`src/design/assert_macros.svh`:
```
// Assertion macros shared by the RTL of this block.
// Each macro expects clk and rst_n to be visible where it is used.
`ifndef ASSERT_MACROS_SVH
`define ASSERT_MACROS_SVH

// A condition that must hold at every clock edge out of reset.
`define ASSERT_ALWAYS(lbl, expr, msg) \
  lbl: assert property (@(posedge clk) disable iff (!rst_n) (expr)) else $error(msg);

// A consequence that must hold in the same cycle as its trigger.
`define ASSERT_IMPL(lbl, ante, cons, msg) \
  lbl: assert property (@(posedge clk) disable iff (!rst_n) (ante) |-> (cons)) else $error(msg);

// A consequence that must hold in the cycle after its trigger.
`define ASSERT_NEXT(lbl, ante, cons, msg) \
  lbl: assert property (@(posedge clk) disable iff (!rst_n) (ante) |=> (cons)) else $error(msg);

`endif

```
`src/design/fftc_pkg.sv`:
```
`default_nettype none

package fftc_pkg;

  // Store depth and the widths that follow from it.
  localparam int MAX_HALF = 256;
  localparam int IDX_W    = $clog2(MAX_HALF);
  localparam int LEN_W    = $clog2(MAX_HALF + 1);

  // Sample, product and result widths.
  localparam int SMP_W  = 16;
  localparam int PROD_W = 2 * SMP_W;
  localparam int FRAC_W = 15;
  localparam int SUM_W  = PROD_W + 1;
  localparam int OUT_W  = 18;
  localparam int RND    = 1 << (FRAC_W - 1);

  // Input item kinds.
  typedef enum logic {
    MODE_DATA    = 1'b0,
    MODE_TWIDDLE = 1'b1
  } mode_t;

  // One complex sample or twiddle.
  typedef struct packed {
    logic signed [SMP_W-1:0] re;
    logic signed [SMP_W-1:0] im;
  } cplx_t;

  // Position information that travels with a pair.
  typedef struct packed {
    logic [IDX_W-1:0] pair_index;
    logic             group_end;
  } tag_t;

endpackage

`default_nettype wire

```
`src/design/fftc_bfly.sv`:
```
`default_nettype none

// Butterfly datapath: a product stage followed by the combine and result register.
module fftc_bfly (
  input  wire                                  clk,
  input  wire                                  rst_n,
  input  wire                                  in_vld,
  output logic                                 in_rdy,
  input  fftc_pkg::cplx_t                      in_a,
  input  fftc_pkg::cplx_t                      in_b,
  input  fftc_pkg::cplx_t                      in_w,
  input  fftc_pkg::tag_t                       in_tag,
  output logic                                 out_valid,
  input  wire                                  out_stall,
  output logic signed [fftc_pkg::OUT_W-1:0]    out_top_re,
  output logic signed [fftc_pkg::OUT_W-1:0]    out_top_im,
  output logic signed [fftc_pkg::OUT_W-1:0]    out_bottom_re,
  output logic signed [fftc_pkg::OUT_W-1:0]    out_bottom_im,
  output logic [fftc_pkg::IDX_W-1:0]           out_pair_index,
  output logic                                 out_group_end
);

  logic                                   prod_v_r, prod_v_nxt;
  logic                                   res_v_r, res_v_nxt;
  logic                                   res_rdy;
  logic signed [fftc_pkg::PROD_W-1:0]     p_rr_r, p_ii_r, p_ir_r, p_ri_r;
  fftc_pkg::cplx_t                        a2_r;
  fftc_pkg::tag_t                         tag2_r;
  logic signed [fftc_pkg::SUM_W-1:0]      sum_re, sum_im;
  logic signed [fftc_pkg::OUT_W-1:0]      t_re, t_im, a_re, a_im;
  logic signed [fftc_pkg::OUT_W-1:0]      top_re_r, top_im_r, bot_re_r, bot_im_r;
  fftc_pkg::tag_t                         tag3_r;

  // Each stage moves on when the one after it is empty or draining.
  always_comb begin
    res_rdy    = !res_v_r || !out_stall;
    in_rdy     = !prod_v_r || res_rdy;
    prod_v_nxt = in_rdy ? in_vld : prod_v_r;
    res_v_nxt  = res_rdy ? prod_v_r : res_v_r;
  end

  always_ff @(posedge clk) begin
    if (!rst_n) begin
      prod_v_r <= 1'b0;
      res_v_r  <= 1'b0;
    end else begin
      prod_v_r <= prod_v_nxt;
      res_v_r  <= res_v_nxt;
    end
  end

  // Product stage: the four partial products of b times w.
  always_ff @(posedge clk) begin
    if (in_vld && in_rdy) begin
      p_rr_r <= in_b.re * in_w.re;
      p_ii_r <= in_b.im * in_w.im;
      p_ir_r <= in_b.im * in_w.re;
      p_ri_r <= in_b.re * in_w.im;
      a2_r   <= in_a;
      tag2_r <= in_tag;
    end
  end

  // Combine the products, round half up and drop the fraction bits.
  always_comb begin
    sum_re = fftc_pkg::SUM_W'(p_rr_r) - fftc_pkg::SUM_W'(p_ii_r)
             + fftc_pkg::SUM_W'(fftc_pkg::RND);
    sum_im = fftc_pkg::SUM_W'(p_ir_r) + fftc_pkg::SUM_W'(p_ri_r)
             + fftc_pkg::SUM_W'(fftc_pkg::RND);
    t_re   = $signed(sum_re[fftc_pkg::SUM_W-1:fftc_pkg::FRAC_W]);
    t_im   = $signed(sum_im[fftc_pkg::SUM_W-1:fftc_pkg::FRAC_W]);
    a_re   = fftc_pkg::OUT_W'(a2_r.re);
    a_im   = fftc_pkg::OUT_W'(a2_r.im);
  end

  // Result register: the sums cannot overflow 18 bits.
  always_ff @(posedge clk) begin
    if (prod_v_r && res_rdy) begin
      top_re_r <= a_re + t_re;
      top_im_r <= a_im + t_im;
      bot_re_r <= a_re - t_re;
      bot_im_r <= a_im - t_im;
      tag3_r   <= tag2_r;
    end
  end

  assign out_valid      = res_v_r;
  assign out_top_re     = top_re_r;
  assign out_top_im     = top_im_r;
  assign out_bottom_re  = bot_re_r;
  assign out_bottom_im  = bot_im_r;
  assign out_pair_index = tag3_r.pair_index;
  assign out_group_end  = tag3_r.group_end;

endmodule

`default_nettype wire

```
`config.mk`:
```
export PLATFORM = sky130hd
export DESIGN_NAME = fftc_bfly
export DESIGN_NICKNAME = d
export VERILOG_FILES = /design/src/design/assert_macros.svh /design/src/design/fftc_pkg.sv /design/src/design/fftc_bfly.sv
export SDC_FILE = /design/constraint.sdc
export NUM_CORES = 2
export LEC_CHECK = 0
export ABC_AREA = 1
export BUFFER_PORTS_ARGS = -buffer_cell sky130_fd_sc_hd__buf_4
export CORE_UTILIZATION = 55
export DETAILED_ROUTE_END_ITERATION = 8
export PLACE_DENSITY = 0.8
export SYNTH_ARGS = -nofsm -noshare
export SYNTH_HDL_FRONTEND = slang
export SYNTH_SLANG_ARGS = --single-unit
```
`constraint.sdc`:
```
create_clock -name clk -period 8.9 [get_ports clk]
set_input_delay 1.335 -clock clk [delete_from_list [all_inputs] [get_ports clk]]
set_output_delay 1.335 -clock clk [all_outputs]
set_load 0.01 [all_outputs]
```
==> metrics.txt <==
worst r2r dst=out_top_re[15]; Die Area=106,000 sq um; Die Ht=326 um; clk buf depth=3; leading cell type in the layout, fill and taps excluded=inv_1; CP Class=in2reg; arrival time at the worst endpoint=7.12 ns; DR DRC count=0; Peak Freq=147 MHz; Slew HR=0.304; CTS Hold Bufs=0; core area=104,000 sq um; Pre-Repair DR Iteration Count=6; H-Tree Level Count=1; CP endpoint kind=flip-flop; syn avg cell area=8.06 sq um; synthesis-stage register bit count=250; Least-Margin Pin Slew=1.04 ns; CP Cell Sequence=buf_4 -> nand2_1 -> inv_1 -> fa_1 -> fa_1 -> inv_1 -> fa_1 -> inv_1 -> fa_1 -> inv_1 -> fa_1 -> inv_1 -> fa_1 -> ha_1 -> a21o_1 -> a31oi_1 -> o21ai_0 -> a21oi_1 -> nand2_1 -> xor2_1; fin crit share=0.763; Clock Pin Slew Worst Setup and Hold Paths=0.06 ns; Final min period=6.79 ns; Post-Route WL=156 mm; via count=46,600; Die X-Extent=326 um; Setup Skew=0.0345 ns; Synth area leader=fa_1; vias in the first global route=48,500; DR iter-0 viols=4,265; CTS tree=built; Yosys warning total=0; status=complete, no violations; RD Place Congestion=0.986; Root Buffer=clkbuf_16; start point of the critical path=in_w[2]; Yosys top cell area share=0.364; kind of cell adding the most delay to the critical path=adder cells; Setup Viol. Count Final=0; Crit path largest cell delay=0.77 ns; number of enable flip-flop cells after synthesis=248; Area contributors post-synth=fa_1 36%, inv_1 13%, edfxtp_1 13%; FF+latch area=7490 sq um; worst path bufs/invs=6; Avg WL per Cell=18.2 um; global-route wire length before repair=254 mm; Total Neg Setup Slack=0 ns; Post-Syn Nets=8,862; initial antenna violation count=8; Area Overhead vs Synth=5.79%; distinct cell type count after synthesis=45; # clock sinks=250; IO Port Bufs=191; asr flop ratio synth=0; Primary FF master, synth=edfxtp_1; clk_lat worst skew=0.61 ns; area of the multi-input gates=41,800 sq um; io pins=192; HP Class=reg2reg; commonest cells after routing, fill and taps aside=2,056 x inv_1, 1,692 x nand2_1, 1,052 x fa_1; GRT Total Usage=0.301; worst reg2reg setup slack=4.28 ns; R2R Path Start=p_ii_r[6]; dpl ws=1.61 ns; layout cell share with drive strength beyond 1=0.0403; post-CTS setup buffer count=0; final setup slack of the worst path=2.11 ns; Via density=5.41; Hold Startpoint=tag2_r[1]; Hold Vio Cnt, Final=0; Max-cap violations=0; Startpoint Class=primary input; GR Overflow Total=0; max-slew violations=0; initial core utilization=0.557; worst-case reg-to-reg path depth=20; crit path max fanout=32; DRT antenna net count=0; cell with the largest stage delay on the worst path=fa_1; number of cells on the critical path=20; crit path capture=p_ri_r[30]; synthesized area=57,900 sq um; most used cell, CP=fa_1; filler cell count=9,244; Detailed Place HPWL=128 mm; post-CTS resize count=0; RSZ-0062 raised after global routing=no; worst path required time=9.24 ns; Num CTS Buffers=29; Site Rows=118; Seq/Total Area, Yosys=0.129; # nets final=8,879; largest net degree at the start of global routing=78; Post-Syn Instances=7,181
worst min path at each step:
stage	cells past startpoint	slack, ns	to
final	0	0.42	out_pair_index[0]
after global routing	0	0.43	out_pair_index[2]
after CTS	0	0.42	out_pair_index[4]
after detailed placement	0	0.41	out_pair_index[4]
after global placement	0	0.40	out_pair_index[1]
after floorplan	0	0.40	out_group_end
routing by layer:
layer	up-vias	global-route usage	wire, um	share of wire
met5	-	0	40	0.00026
met4	6	0.0768	3990	0.026
met3	318	0.0495	15200	0.097
met2	2103	0.481	71500	0.46
met1	23000	0.429	65700	0.42
li1	21100	-	-	-
worst reg2reg max path: stages (launching register included):
cell	delay, ns
edfxtp_1	0.46
inv_1	0.12
ha_1	0.24
ha_1	0.35
a21oi_1	0.22
o21ai_0	0.20
o21bai_1	0.27
nand2_1	0.09
nand3_1	0.15
nand2_1	0.16
nand2_1	0.08
nand2_1	0.07
nand2_1	0.08
ha_1	0.53
nand2_1	0.17
nor3_1	0.30
a21oi_1	0.22
o21ai_2	0.31
nand3_1	0.15
nand3_1	0.10
nand2_1	0.08
stage by stage:
stage	util	cells	hold slack (ns)	cell area (sq um)
global placement	0.579	8547	0.404	60200
finish	0.589	8603	0.420	61200
CTS	0.589	8601	0.422	61200
floorplan	-	7181	0.400	57900
global route	0.589	8602	0.431	61200
detailed placement	0.579	8547	0.407	60200
sequential cells by signal, indices dropped and copies added, names as in the netlist:
register	flops
out_group_end	1
out_top_im	18
tag2_r	9
out_valid	1
out_top_re	18
out_pair_index	8
prod_v_r	1
p_ri_r	32
a2_r	32
p_ii_r	32
p_rr_r	32
out_bottom_im	17
out_bottom_re	17
p_ir_r	32
final cells by class:
cell class              instances  area share
clock inverters                22     0.00384
clock buffers                  32      0.0120
inverters                    2059       0.126
repair buffers                198      0.0243
multi-input cells            4660       0.683
well taps                    1380      0.0282
flip-flops and latches        250       0.122
diodes                          2   0.0000818
cell usage after synthesis, types with 9 or more instances:
| cell | number |
|---|---|
| a21boi_0 | 12 |
| a21o_1 | 35 |
| a21oi_1 | 272 |
| a31oi_1 | 13 |
| buf_2 | 11 |
| clkbuf_1 | 190 |
| edfxtp_1 | 248 |
| fa_1 | 1052 |
| ha_1 | 520 |
| inv_1 | 2057 |
| nand2_1 | 1692 |
| nand3_1 | 195 |
| nand4_1 | 52 |
| nor2_1 | 311 |
| nor3_1 | 38 |
| o21ai_0 | 126 |
| o21ai_1 | 15 |
| o21ai_2 | 9 |
| o21bai_1 | 42 |
| o31ai_1 | 9 |
| or2_2 | 10 |
| xnor2_1 | 42 |
| xor2_1 | 160 |
kinds of logic after synthesis:
group / share of synthesized area
AOI/OAI and AO/OA: 0.0535
xor gates and xnor gates: 0.0306
adders and majority gates: 0.476
buffers and inverters: 0.148
DFF: 0.129
and+or+nand+nor: 0.162
Power is left out: the tool's default activity adds up to more than one toggle a clock period on the data nets, which glitch-free logic cannot reach.
